File: src/hdl/mandelbrot_escape_time_core_defines.svh
// Assertion macros for the Mandelbrot escape-time core.
`ifndef MANDELBROT_ESCAPE_TIME_CORE_DEFINES_SVH
`define MANDELBROT_ESCAPE_TIME_CORE_DEFINES_SVH
`ifndef NO_ASSERTIONS
// Plain property, sampled on clk and disabled in reset.
`define MET_ASSERT(lbl, prop, msg) \
  lbl: assert property (@(posedge clk) disable iff (!rst_n) prop) else $error(msg);
// Antecedent in one cycle, consequent in the next.
`define MET_ASSERT_NEXT(lbl, ante, cons, msg) \
  lbl: assert property (@(posedge clk) disable iff (!rst_n) (ante) |=> (cons)) else $error(msg);
`else
`define MET_ASSERT(lbl, prop, msg)
`define MET_ASSERT_NEXT(lbl, ante, cons, msg)
`endif
`endif

File: src/hdl/met_pkg.sv
// Types and fixed constants of the Mandelbrot escape-time core.
package met_pkg;

  localparam int CFG_W   = 13;
  localparam int LIMIT_W = 16;
  localparam int CNT_W   = 16;
  localparam int TOTAL_W = 48;
  localparam int ADDR_W  = 4;
  localparam int DATA_W  = 32;

  localparam logic [1:0] REG_WIDTH  = 2'd0;
  localparam logic [1:0] REG_HEIGHT = 2'd1;
  localparam logic [1:0] REG_LIMIT  = 2'd2;

  localparam logic [CFG_W-1:0]   WIDTH_RST  = 13'd800;
  localparam logic [CFG_W-1:0]   HEIGHT_RST = 13'd800;
  localparam logic [LIMIT_W-1:0] LIMIT_RST  = 16'd1000;

  typedef enum logic [2:0] {
    ST_IDLE,
    ST_DIV,
    ST_MAP,
    ST_MUL,
    ST_UPD,
    ST_FIN
  } state_t;

  typedef enum logic [1:0] {
    OP_RR,
    OP_II,
    OP_RI
  } op_t;

endpackage

File: src/hdl/mandelbrot_escape_time_core.sv
// Mandelbrot escape-time core: coordinate mapping divider, shared multiplier, sequencer.
//
// Input channel (in_valid/in_ready) takes one pixel item: column, row and a
// frame-start flag that clears the running total before this pixel is added.
// Output channel (out_valid/out_ready) returns the escape count and the
// saturating 48-bit running total. Registers sit on an APB-style port.
// in_ready is high only while the sequencer is idle; one item is worked on at
// a time. Per item: the restoring divider maps re and im, one quotient bit a
// cycle, into NW quotient bits, NW = max(COORD_BITS+2,14)+FRAC_BITS (42 at the
// defaults). Each iteration then runs three products (zr*zr, zi*zi, zr*zi) on
// the one multiplier, each of P partial products, P = 1 for Q widths up to 32
// bits, else 4; the escaping iteration stops before its zr*zi product. The
// finish step then loads the output register.
// The output register lets a new item be accepted while a result waits; a
// finished item holds in its last state until the output register is free.
// Synchronous reset returns the registers to 800/800/1000, clears the total
// and empties the output register; an item in progress is dropped.
`include "mandelbrot_escape_time_core_defines.svh"
module mandelbrot_escape_time_core import met_pkg::*; #(
  parameter int FRAC_BITS  = 28,
  parameter int COORD_BITS = 12
) (
  input  logic                  clk,
  input  logic                  rst_n,
  input  logic                  in_valid,
  output logic                  in_ready,
  input  logic [COORD_BITS-1:0] in_pixel_col,
  input  logic [COORD_BITS-1:0] in_pixel_row,
  input  logic                  in_frame_start,
  output logic                  out_valid,
  input  logic                  out_ready,
  output logic [CNT_W-1:0]      out_escape_count,
  output logic [TOTAL_W-1:0]    out_count_total,
  input  logic                  psel,
  input  logic                  penable,
  input  logic                  pwrite,
  input  logic [ADDR_W-1:0]     paddr,
  input  logic [DATA_W-1:0]     pwdata,
  output logic [DATA_W-1:0]     prdata,
  output logic                  pready
);

  localparam int QW   = FRAC_BITS + 4;
  localparam int MW   = QW;
  localparam int NCH  = (MW > 32) ? 2 : 1;
  localparam int HW   = (MW + NCH - 1) / NCH;
  localparam int AW   = 2 * NCH * HW;
  localparam int PW   = FRAC_BITS + 7;
  localparam int EW   = FRAC_BITS + 10;
  localparam int MAGW = (COORD_BITS + 2 > 14) ? COORD_BITS + 2 : 14;
  localparam int NW   = MAGW + FRAC_BITS;
  localparam int DCW  = $clog2(NW);

  localparam logic [0:0]              CI_LAST = 1'(NCH - 1);
  localparam logic [DCW-1:0]          DCNT_LOAD = DCW'(NW - 1);
  localparam logic signed [QW-1:0]    Q_MAX = {1'b0, {(QW-1){1'b1}}};
  localparam logic signed [QW-1:0]    Q_MIN = {1'b1, {(QW-1){1'b0}}};
  localparam logic signed [EW-1:0]    EXT_QMAX = EW'(Q_MAX);
  localparam logic signed [EW-1:0]    EXT_QMIN = EW'(Q_MIN);
  localparam logic [NW-1:0]           QHALF = NW'(1) << (FRAC_BITS + 3);
  localparam logic [PW:0]             FOUR = (PW+1)'(1) << (FRAC_BITS + 2);
  localparam logic [TOTAL_W-1:0]      TOTAL_MAX = {TOTAL_W{1'b1}};

  function automatic logic signed [QW-1:0] sat_q(input logic signed [EW-1:0] v);
    if (v > EXT_QMAX) return Q_MAX;
    else if (v < EXT_QMIN) return Q_MIN;
    else return v[QW-1:0];
  endfunction

  function automatic logic [MW-1:0] q_abs(input logic signed [QW-1:0] v);
    logic signed [QW-1:0] n;
    n = -v;
    return v[QW-1] ? MW'(n) : MW'(v);
  endfunction

  state_t state_r, state_nxt;
  op_t    op_r, op_nxt;
  logic                     ci_r, ci_nxt, cj_r, cj_nxt;
  logic [AW-1:0]            acc_r, acc_nxt;
  logic signed [QW-1:0]     zr_r, zr_nxt, zi_r, zi_nxt;
  logic signed [QW-1:0]     cre_r, cre_nxt, cim_r, cim_nxt;
  logic [PW-1:0]            r2_r, r2_nxt, i2_r, i2_nxt;
  logic [CNT_W-1:0]         count_r, count_nxt;
  logic [CFG_W-1:0]         rem_r, rem_nxt;
  logic [NW-1:0]            dvd_r, dvd_nxt;
  logic [DCW-1:0]           dcnt_r, dcnt_nxt;
  logic                     im_sel_r, im_sel_nxt, neg_r, neg_nxt;
  logic [COORD_BITS-1:0]    y_r, y_nxt;
  logic                     fs_r, fs_nxt;
  logic [CFG_W-1:0]         width_r, width_nxt, height_r, height_nxt;
  logic [LIMIT_W-1:0]       limit_r, limit_nxt;
  logic [TOTAL_W-1:0]       total_r, total_nxt;
  logic                     out_valid_r, out_valid_nxt;
  logic [CNT_W-1:0]         out_count_r, out_count_nxt;
  logic [TOTAL_W-1:0]       out_total_r, out_total_nxt;

  // coordinate numerator and divider load value
  logic [COORD_BITS-1:0]    sel_p;
  logic [CFG_W-1:0]         sel_s;
  logic signed [MAGW:0]     num;
  logic [MAGW:0]            num_abs;
  logic [NW-1:0]            dvd_load;

  // divider step
  logic [CFG_W-1:0]         dvs;
  logic [CFG_W:0]           div_t, div_sub;
  logic                     div_ge;

  // mapping result
  logic                     q_big;
  logic signed [QW-1:0]     q_low, map_val;

  // multiplier
  logic signed [QW-1:0]     op_a, op_b;
  logic [NCH*HW-1:0]        ma_ext, mb_ext, ma_sh, mb_sh;
  logic [HW-1:0]            a_chunk, b_chunk;
  logic [2*HW-1:0]          pp;
  logic [AW-1:0]            pp_sh;
  logic                     first_pp, last_pp;
  logic [PW-1:0]            prod_mag;
  logic [PW:0]              mag_sum;
  logic                     escaped;

  // update
  logic signed [EW-1:0]     r2_e, i2_e, ri_e, ri_s, cre_e, cim_e;
  logic signed [QW-1:0]     zr_new, zi_new;
  logic [CNT_W-1:0]         count_inc;

  logic [TOTAL_W:0]         total_sum;
  logic [TOTAL_W-1:0]       total_base;
  logic                     cfg_wr, fin_load;

  assign in_ready         = (state_r == ST_IDLE);
  assign out_valid        = out_valid_r;
  assign out_escape_count = out_count_r;
  assign out_count_total  = out_total_r;
  assign pready           = 1'b1;
  assign cfg_wr           = psel && penable && pwrite;
  assign fin_load         = (state_r == ST_FIN) && (!out_valid_r || out_ready);

  always_comb begin
    case (paddr[3:2])
      REG_WIDTH:  prdata = DATA_W'(width_r);
      REG_HEIGHT: prdata = DATA_W'(height_r);
      REG_LIMIT:  prdata = DATA_W'(limit_r);
      default:    prdata = '0;
    endcase
  end

  // |4p - 2s| << FRAC_BITS; the idle cycle loads re, the re map cycle loads im
  assign sel_p    = (state_r == ST_IDLE) ? in_pixel_col : y_r;
  assign sel_s    = (state_r == ST_IDLE) ? width_r : height_r;
  assign num      = $signed((MAGW+1)'({sel_p, 2'b00})) - $signed((MAGW+1)'({sel_s, 1'b0}));
  assign num_abs  = num[MAGW] ? -num : num;
  assign dvd_load = {num_abs[MAGW-1:0], {FRAC_BITS{1'b0}}};

  // restoring division, one quotient bit a cycle; zero width divides as one
  assign dvs     = (width_r == '0) ? CFG_W'(1) : width_r;
  assign div_t   = {rem_r, dvd_r[NW-1]};
  assign div_sub = div_t - {1'b0, dvs};
  assign div_ge  = (div_t >= {1'b0, dvs});

  // quotient to Q4, toward zero, saturated
  assign q_big   = (dvd_r >= QHALF);
  assign q_low   = dvd_r[QW-1:0];
  assign map_val = neg_r ? (q_big ? Q_MIN : -q_low) : (q_big ? Q_MAX : q_low);

  // one partial product a cycle on magnitudes; sign applied when taken
  assign op_a     = (op_r == OP_II) ? zi_r : zr_r;
  assign op_b     = (op_r == OP_RR) ? zr_r : zi_r;
  assign ma_ext   = (NCH*HW)'(q_abs(op_a));
  assign mb_ext   = (NCH*HW)'(q_abs(op_b));
  assign ma_sh    = ma_ext >> (HW * ci_r);
  assign mb_sh    = mb_ext >> (HW * cj_r);
  assign a_chunk  = ma_sh[HW-1:0];
  assign b_chunk  = mb_sh[HW-1:0];
  assign pp       = a_chunk * b_chunk;
  assign pp_sh    = AW'(pp) << (HW * (32'(ci_r) + 32'(cj_r)));
  assign first_pp = !ci_r && !cj_r;
  assign last_pp  = (ci_r == CI_LAST) && (cj_r == CI_LAST);
  assign prod_mag = acc_r[FRAC_BITS +: PW];
  assign mag_sum  = {1'b0, r2_r} + {1'b0, prod_mag};
  assign escaped  = (mag_sum >= FOUR);

  assign r2_e      = EW'(r2_r);
  assign i2_e      = EW'(i2_r);
  assign ri_e      = EW'(prod_mag);
  assign ri_s      = (zr_r[QW-1] ^ zi_r[QW-1]) ? -ri_e : ri_e;
  assign cre_e     = EW'(cre_r);
  assign cim_e     = EW'(cim_r);
  assign zr_new    = sat_q(r2_e - i2_e + cre_e);
  assign zi_new    = sat_q((ri_s <<< 1) + cim_e);
  assign count_inc = count_r + 1'b1;

  assign total_base = fs_r ? '0 : total_r;
  assign total_sum  = {1'b0, total_base} + (TOTAL_W+1)'(count_r);

  // next state
  always_comb begin
    state_nxt = state_r;
    case (state_r)
      ST_IDLE: if (in_valid) state_nxt = ST_DIV;
      ST_DIV:  if (dcnt_r == '0) state_nxt = ST_MAP;
      ST_MAP: begin
        if (!im_sel_r) state_nxt = ST_DIV;
        else if (limit_r == '0) state_nxt = ST_FIN;
        else state_nxt = ST_MUL;
      end
      ST_MUL: begin
        if (op_r == OP_RI && first_pp && escaped) state_nxt = ST_FIN;
        else if (op_r == OP_RI && last_pp) state_nxt = ST_UPD;
      end
      ST_UPD: begin
        if (count_inc >= limit_r) state_nxt = ST_FIN;
        else state_nxt = ST_MUL;
      end
      ST_FIN:  if (fin_load) state_nxt = ST_IDLE;
      default: state_nxt = ST_IDLE;
    endcase
  end

  // datapath and outputs
  always_comb begin
    op_nxt        = op_r;
    ci_nxt        = ci_r;
    cj_nxt        = cj_r;
    acc_nxt       = acc_r;
    zr_nxt        = zr_r;
    zi_nxt        = zi_r;
    cre_nxt       = cre_r;
    cim_nxt       = cim_r;
    r2_nxt        = r2_r;
    i2_nxt        = i2_r;
    count_nxt     = count_r;
    rem_nxt       = rem_r;
    dvd_nxt       = dvd_r;
    dcnt_nxt      = dcnt_r;
    im_sel_nxt    = im_sel_r;
    neg_nxt       = neg_r;
    y_nxt         = y_r;
    fs_nxt        = fs_r;
    total_nxt     = total_r;
    out_valid_nxt = out_valid_r;
    out_count_nxt = out_count_r;
    out_total_nxt = out_total_r;
    width_nxt     = width_r;
    height_nxt    = height_r;
    limit_nxt     = limit_r;

    if (cfg_wr) begin
      case (paddr[3:2])
        REG_WIDTH:  width_nxt  = pwdata[CFG_W-1:0];
        REG_HEIGHT: height_nxt = pwdata[CFG_W-1:0];
        REG_LIMIT:  limit_nxt  = pwdata[LIMIT_W-1:0];
        default:    ;
      endcase
    end

    if (out_valid_r && out_ready) out_valid_nxt = 1'b0;

    case (state_r)
      ST_IDLE: begin
        if (in_valid) begin
          y_nxt      = in_pixel_row;
          fs_nxt     = in_frame_start;
          im_sel_nxt = 1'b0;
          neg_nxt    = num[MAGW];
          rem_nxt    = '0;
          dvd_nxt    = dvd_load;
          dcnt_nxt   = DCNT_LOAD;
        end
      end
      ST_DIV: begin
        rem_nxt  = div_ge ? div_sub[CFG_W-1:0] : div_t[CFG_W-1:0];
        dvd_nxt  = {dvd_r[NW-2:0], div_ge};
        dcnt_nxt = dcnt_r - 1'b1;
      end
      ST_MAP: begin
        if (!im_sel_r) begin
          cre_nxt    = map_val;
          im_sel_nxt = 1'b1;
          neg_nxt    = num[MAGW];
          rem_nxt    = '0;
          dvd_nxt    = dvd_load;
          dcnt_nxt   = DCNT_LOAD;
        end else begin
          cim_nxt   = map_val;
          zr_nxt    = '0;
          zi_nxt    = '0;
          count_nxt = '0;
          op_nxt    = OP_RR;
          ci_nxt    = 1'b0;
          cj_nxt    = 1'b0;
        end
      end
      ST_MUL: begin
        acc_nxt = (first_pp ? '0 : acc_r) + pp_sh;
        // the first cycle of an op sees the previous op's product in acc_r
        if (first_pp && op_r == OP_II) r2_nxt = prod_mag;
        if (first_pp && op_r == OP_RI) i2_nxt = prod_mag;
        if (last_pp) begin
          ci_nxt = 1'b0;
          cj_nxt = 1'b0;
          case (op_r)
            OP_RR:   op_nxt = OP_II;
            OP_II:   op_nxt = OP_RI;
            default: op_nxt = OP_RR;
          endcase
        end else if (cj_r == CI_LAST) begin
          cj_nxt = 1'b0;
          ci_nxt = 1'b1;
        end else begin
          cj_nxt = 1'b1;
        end
      end
      ST_UPD: begin
        zr_nxt    = zr_new;
        zi_nxt    = zi_new;
        count_nxt = count_inc;
        op_nxt    = OP_RR;
        ci_nxt    = 1'b0;
        cj_nxt    = 1'b0;
      end
      ST_FIN: begin
        if (fin_load) begin
          total_nxt     = total_sum[TOTAL_W] ? TOTAL_MAX : total_sum[TOTAL_W-1:0];
          out_valid_nxt = 1'b1;
          out_count_nxt = count_r;
          out_total_nxt = total_sum[TOTAL_W] ? TOTAL_MAX : total_sum[TOTAL_W-1:0];
        end
      end
      default: ;
    endcase
  end

  always_ff @(posedge clk) begin
    if (!rst_n) begin
      state_r     <= ST_IDLE;
      out_valid_r <= 1'b0;
      total_r     <= '0;
      width_r     <= WIDTH_RST;
      height_r    <= HEIGHT_RST;
      limit_r     <= LIMIT_RST;
    end else begin
      state_r     <= state_nxt;
      out_valid_r <= out_valid_nxt;
      total_r     <= total_nxt;
      width_r     <= width_nxt;
      height_r    <= height_nxt;
      limit_r     <= limit_nxt;
    end
  end

  always_ff @(posedge clk) begin
    op_r        <= op_nxt;
    ci_r        <= ci_nxt;
    cj_r        <= cj_nxt;
    acc_r       <= acc_nxt;
    zr_r        <= zr_nxt;
    zi_r        <= zi_nxt;
    cre_r       <= cre_nxt;
    cim_r       <= cim_nxt;
    r2_r        <= r2_nxt;
    i2_r        <= i2_nxt;
    count_r     <= count_nxt;
    rem_r       <= rem_nxt;
    dvd_r       <= dvd_nxt;
    dcnt_r      <= dcnt_nxt;
    im_sel_r    <= im_sel_nxt;
    neg_r       <= neg_nxt;
    y_r         <= y_nxt;
    fs_r        <= fs_nxt;
    out_count_r <= out_count_nxt;
    out_total_r <= out_total_nxt;
  end

  `MET_ASSERT_NEXT(a_accept_starts_div, in_valid && in_ready, state_r == ST_DIV, "item accepted but divider not started")
  `MET_ASSERT(a_out_from_fin, $rose(out_valid_r) |-> $past(state_r) == ST_FIN, "result shown outside the finish step")
  `MET_ASSERT_NEXT(a_total_monotonic, fin_load && !fs_r, total_r >= $past(total_r), "running total fell without frame start")

endmodule
File: config.mk
export PLATFORM = sky130hd
export DESIGN_NAME = mandelbrot_escape_time_core
export DESIGN_NICKNAME = d
export VERILOG_FILES = /design/src/hdl/met_pkg.sv /design/src/hdl/mandelbrot_escape_time_core.sv
export VERILOG_INCLUDE_DIRS = /design/src /design/src/hdl
export SDC_FILE = /design/constraint.sdc
export NUM_CORES = 2
export LEC_CHECK = 0
export ABC_AREA = 1
export BUFFER_PORTS_ARGS = -buffer_cell sky130_fd_sc_hd__buf_2
export CORE_MARGIN = 1
export CORE_UTILIZATION = 50
export CTS_BUF_LIST = sky130_fd_sc_hd__clkbuf_4
export DETAILED_ROUTE_END_ITERATION = 6
export PLACE_DENSITY = 0.72
export REMOVE_ABC_BUFFERS = 1
export SLEW_MARGIN = 20
export SYNTH_ARGS = -nofsm -noshare
export SYNTH_HDL_FRONTEND = slang
export SYNTH_SLANG_ARGS = --single-unit
File: constraint.sdc
create_clock -name clk -period 15.1 [get_ports clk]
set_clock_uncertainty 0.1 [all_clocks]
set_input_delay 3.02 -clock clk [delete_from_list [all_inputs] [get_ports clk]]
set_output_delay 3.02 -clock clk [all_outputs]
set_load 0.05 [all_outputs]
# After elaboration in Yosys (flattened, before gate mapping)
# Index checks and enable logic that the tools add are counted.
classes:
  add_sub_neg: 16
  n_mul: 1
  magnitude_cmp: 8
  eq_ne: 17
  n_shift: 3
  mux: 63
  bitwise: 4
  n_reduce_logical: 41
ops:
  columns: ["op", "n"]
  rows:
  - ["$mux 32", 12]
  - ["$pmux 32 s2", 2]
  - ["$pmux 42 s3", 1]
  - ["$mux 48", 2]
  - ["$neg 32->32", 3]
  - ["$mux 42", 2]
  - ["$mux 13", 5]
  - ["$add 64x64->64", 1]
  - ["$mul 32x32->64", 1]
  - ["$mux 64", 1]
  - ["$shl 64x7->64", 1]
  - ["$shr 32x6->32", 2]
  - ["$add 48x16->49", 1]
  - ["$pmux 16 s3", 1]
  - ["$ge 42x32->1 const B", 1]
  - ["$pmux 13 s3", 1]
  - ["$add 38x32->38", 1]
  - ["$gt 38x32->1 const B", 1]
  - ["$lt 38x32->1 const B", 1]
  - ["$add 36x32->37", 1]
  - ["$gt 37x32->1 const B", 1]
  - ["$lt 37x32->1 const B", 1]
  - ["$mux 37", 1]
  - ["$neg 35->37", 1]
  - ["other kinds (47)", 108]
word_totals:
  reg_bits: 516
  in_bits: 68
  out_inout_bits: 99

# Longest topological paths before layout
depth:
  depth_word: 8
  ltp_mapped: 46

# Worst setup path after synthesis
# Ideal clock, no wire load.
synth_timing:
  path_type: "reg2reg"
  from: "register op_r[0]"
  to: "register acc_r[61] (data pin)"
  setup_time_ns: 0.259
  arrival_time_ns: 8.225
  setup_slack_ns: 6.516
  stages_incl_launch_ff: 41
  path_cell_list: "edfxtp_1 -> nor2_4 -> nand2_1 -> o21ai_1 -> clkbuf_1 -> ha_1 -> inv_1 -> nor2_2 -> nand2_2 -> nor2_4 -> nand2_2 -> nor3_2 -> nand3_1 -> or2_0 -> o21ai_0 -> nand2_1 -> inv_2 -> buf_6 -> [... 5 more ...] -> fa_1 -> fa_1 -> fa_1 -> fa_1 -> fa_1 -> fa_1 -> ha_1 -> nand2_1 -> nor2_1 -> inv_1 -> nor2_1 -> inv_1 -> nor2_1 -> nand2_1 -> o21ai_0 -> nand2_1 -> nand2_1 -> xor2_1"
synth_between:
  elab_chain_cells: 8
  elab_cells_between_ends: 13
  cone_classes: "add/sub (3); mul (1); eq/ne (1); shift (3); mux (4); reduce/logical (1)"
synth_rtl:
  columns: ["element", "line_no", "text"]
  rows:
  - ["start: declaration", "mandelbrot_escape_time_core.sv:77", "op_t op_r, op_nxt;"]
  - ["start signal: assignment", "mandelbrot_escape_time_core.sv:355", "op_r <= op_nxt;"]
  - ["$eq 2x1->1 or $logic_not 2->1 (tied branches)", "mandelbrot_escape_time_core.sv:169, mandelbrot_escape_time_core.sv:170", null]
  - ["$mux 32, on equally long branches", "mandelbrot_escape_time_core.sv:169, mandelbrot_escape_time_core.sv:170", null]
  - ["$neg 32->32", "mandelbrot_escape_time_core.sv:72", "n = -v;"]
  - ["$mux 32", "mandelbrot_escape_time_core.sv:73", "return v[QW-1] ? MW'(n) : MW'(v);"]
  - ["$shr 32x6->32, on equally long branches", "mandelbrot_escape_time_core.sv:173, mandelbrot_escape_time_core.sv:174", null]
  - ["$mul 32x32->64 (*)", "mandelbrot_escape_time_core.sv:177", "assign pp = a_chunk * b_chunk;"]
  - ["named net pp[61]", "mandelbrot_escape_time_core.sv:117", "logic [2*HW-1:0] pp;"]
  - ["$shl 64x7->64 (*)", "mandelbrot_escape_time_core.sv:178", "assign pp_sh = AW'(pp) << (HW * (32'(ci_r) + 32'(cj_r)));"]
  - ["$add 64x64->64 (*)", "mandelbrot_escape_time_core.sv:297", "acc_nxt = (first_pp ? '0 : acc_r) + pp_sh;"]
  - ["end signal: assignment", "mandelbrot_escape_time_core.sv:358", "acc_r <= acc_nxt;"]
  - ["end: declaration", "mandelbrot_escape_time_core.sv:79", "logic [AW-1:0] acc_r, acc_nxt;"]
# The timed path passes the listed nets; every way through them passes the cells marked *.
# A chain may end at the register's enable or synchronous reset.

# Worst setup path in the final report
# Ends and elaborated chain as after synthesis.

==> run_results.csv <==
group,metric,value,unit
run_status,status,"complete, but fails checks",
run_status,violations,"DRC",
finish,synthToLayoutAreaGrowth,6.20,%
job,cap_violations,0,
finish,layout-drive-gt1-share,6.55,%
place,numPortBuffers,131,
timing,worst_pin_slew,1100,ps
setup_path,rr_worst_depth,38,
logic_synthesis,synthArstFlopShare,0,%
die,die-area,136000,sq um
timing,setup_violations,0,
global_route,met3_usage,7.34,%
global_route,grt_max_degree,89,
setup_path,worstPathRequired,15860,ps
clocking,post_cts_buffers,0,
clocking,cts_resized,0,
die,core,134000,sq um
clocking,cts_max_level,4,
timing,layout_min_cycle_time,11250,ps
logic_synthesis,ys_seq_area_share,20.2,%
die,initial_core_util,50.4,%
clocking,worstSkewPairLatency,1070,ps
finish,fill_cells,12700,
route,dr.pass1.iters,7,
timing,fmax,88.9,MHz
timing,drv_slew,0,
clocking,clk_pin_slew,70,ps
timing,rsz0062_at_grt,"false",
logic_synthesis,syn_area,67400,sq um
worst_hold_path,hold_path_class,"reg -> reg",
finish,final_common_cell,"nand2_1",
place,hpwl,170,mm
setup_path,cpPeakStageDelay,760,ps
die,die_x,369,um
timing,timing.setup.tns,0,ps
place,dpl-instance-area,69700,sq um
finish,design_area,71600,sq um
global_route,grt_pass1_wl,334,mm
route,detail_route.wirelength,218,mm
global_route,use_met2,50.9,%
place,gp_congestion,1.02,
die,pin_count,167,
route,drc,13,
global_route,grt_pass1_vias,58900,
die,dieHeight,369,um
finish,final_cell_mix,"1787 x nand2_1, 1655 x inv_1, 1169 x nor2_1",
setup_path,end_kind,"register",
clocking,cts_tree,"done",
logic_synthesis,yosysWarnings,0,
finish,nNetsFinal,10200,
timing,slew-limit-headroom,26.7,%
setup_path,crit_fanout,34,
logic_synthesis,synth_edf_count,391,
logic_synthesis,ys_types,67,
setup_path,critPathArrivalTime,12010,ps
timing,finalHoldViolations,0,
route,antenna_left,0,
logic_synthesis,synth_cells,8646,
clocking,root_buffer,"clkbuf_4",
setup_path,crit_path_start_kind,"register",
global_route,grt_use_total,32.3,%
clocking,clock_sinks,485,
clocking,cts_hold_buf,0,
global_route,grt_overflow,0,
logic_synthesis,synth_largest_area_cell,"fa_1",
logic_synthesis,avgSynthCellArea,7.79,sq um
logic_synthesis,synth_top_area_share,26.8,%
logic_synthesis,synth_flop_cell,"edfxtp_1",
logic_synthesis,netlist_top_cells_area,"fa_1 27%, edfxtp_1 17%, nand2_1 10%",
setup_path,path_class,"reg -> reg",
route,num_vias,59100,
die,num_rows,134,
clocking,cts_max_path_buffers,3,
timing,fin_crit_sh,74.5,%
global_route,grt_use_met1,40.7,%
setup_path,crit_slowest_cell,"clkinv_1",
route,drt_iter0_drc,5329,
global_route,busiest_layer,"met2",
route,viasPerCell,5.58,
route,wl_per_cell,20.6,um
logic_synthesis,ys_ff_latch,485,
clocking,numCtsBuffers,130,
global_route,antenna_found_initial,2,
worst_hold_path,hold_depth,2,
## per-layer routing
metal | vias to the layer above | part of all wire (%)
met5 | - | 0.024
met4 | 2 | 6.5
met3 | 747 | 9.8
met2 | 2956 | 45
met1 | 28400 | 39
li1 | 27000 | -
## stage by stage
stage | instances | setup slack [ps] | utilization (%) | hold WS (ps)
global route | 10600 | 3380 | 53.5 | 397
detailed placement | 10400 | 4090 | 52.2 | 369
finish | 10600 | 3850 | 53.5 | 385
global placement | 10400 | 4150 | 52.2 | 364
CTS | 10600 | 4080 | 53.5 | 381
floorplan | 8384 | 5380 | - | 344
## registers in the layout, summed over array words and instances (netlist names), 16 cells and up
| signal | cells |
|---|---|
| cre_r | 32 |
| zi_r | 32 |
| dvd_r | 42 |
| cim_r | 32 |
| r2_r | 35 |
| out_count_total | 48 |
| total_r | 48 |
| acc_r | 35 |
| limit_r | 16 |
| zr_r | 32 |
| out_escape_count | 16 |
| count_r | 16 |
| i2_r | 35 |
## logic make-up after synthesis
group | synth area share (%)
xor+xnor | 3.21
simple gates | 21.8
buf+inv | 11.4
fa+ha+maj | 35.3
compound gates | 7.98
other cells | 0.0111
flops | 20.2
## critical path, delay by kind of cell, from the launching register on
family / cells / cell delay [ps]
AND/OR/NAND/NOR: 15 / 2570
buffers and inverters: 9 / 2130
AO/OA/AOI/OAI: 2 / 610
adder cells (fa/ha/maj): 10 / 4790
XOR/XNOR: 2 / 380
flip-flops: 1 / 480
## final timing paths
kind / startpoint / endpoint / slack (ps)
hold reg to reg: height_r[0] / height_r[0] / 390
setup / recovery: op_r[0] / acc_r[61] / 3850
hold / removal: height_r[0] / height_r[0] / 390
setup reg to reg: op_r[0] / acc_r[61] / 3850
## layout make-up
cell class	count	area [sq um]	area share (%)
flip-flops and latches	485	13600	19.0
clock buffers	179	1340	1.88
multi-input cells	6198	46300	64.6
clock inverters	48	429	0.600
well taps	1768	2210	3.09
inverters	1701	6390	8.93
repair buffers	211	1290	1.80
diodes	4	10.0	0.0140
## synthesized netlist by cell type, types with 19 or more instances
library cell / n
nand4_1: 63
buf_4: 30
a31oi_1: 23
edfxtp_1: 391
a21oi_1: 411
o21ai_1: 37
o21a_1: 23
nor2_1: 1172
xnor2_1: 69
clkbuf_1: 170
buf_2: 53
o21ai_0: 342
dfxtp_1: 94
nand2_1: 1795
o21bai_1: 31
nor4_1: 32
inv_1: 1655
nand3_1: 302
or2_2: 29
nor3_1: 98
a21o_1: 19
nand3b_1: 29
nor2_2: 37
fa_1: 901
ha_1: 461
inv_2: 32
xor2_1: 173
Power is left out: the tool's default activity adds up to more than one toggle a clock period on the data nets, which glitch-free logic cannot reach.
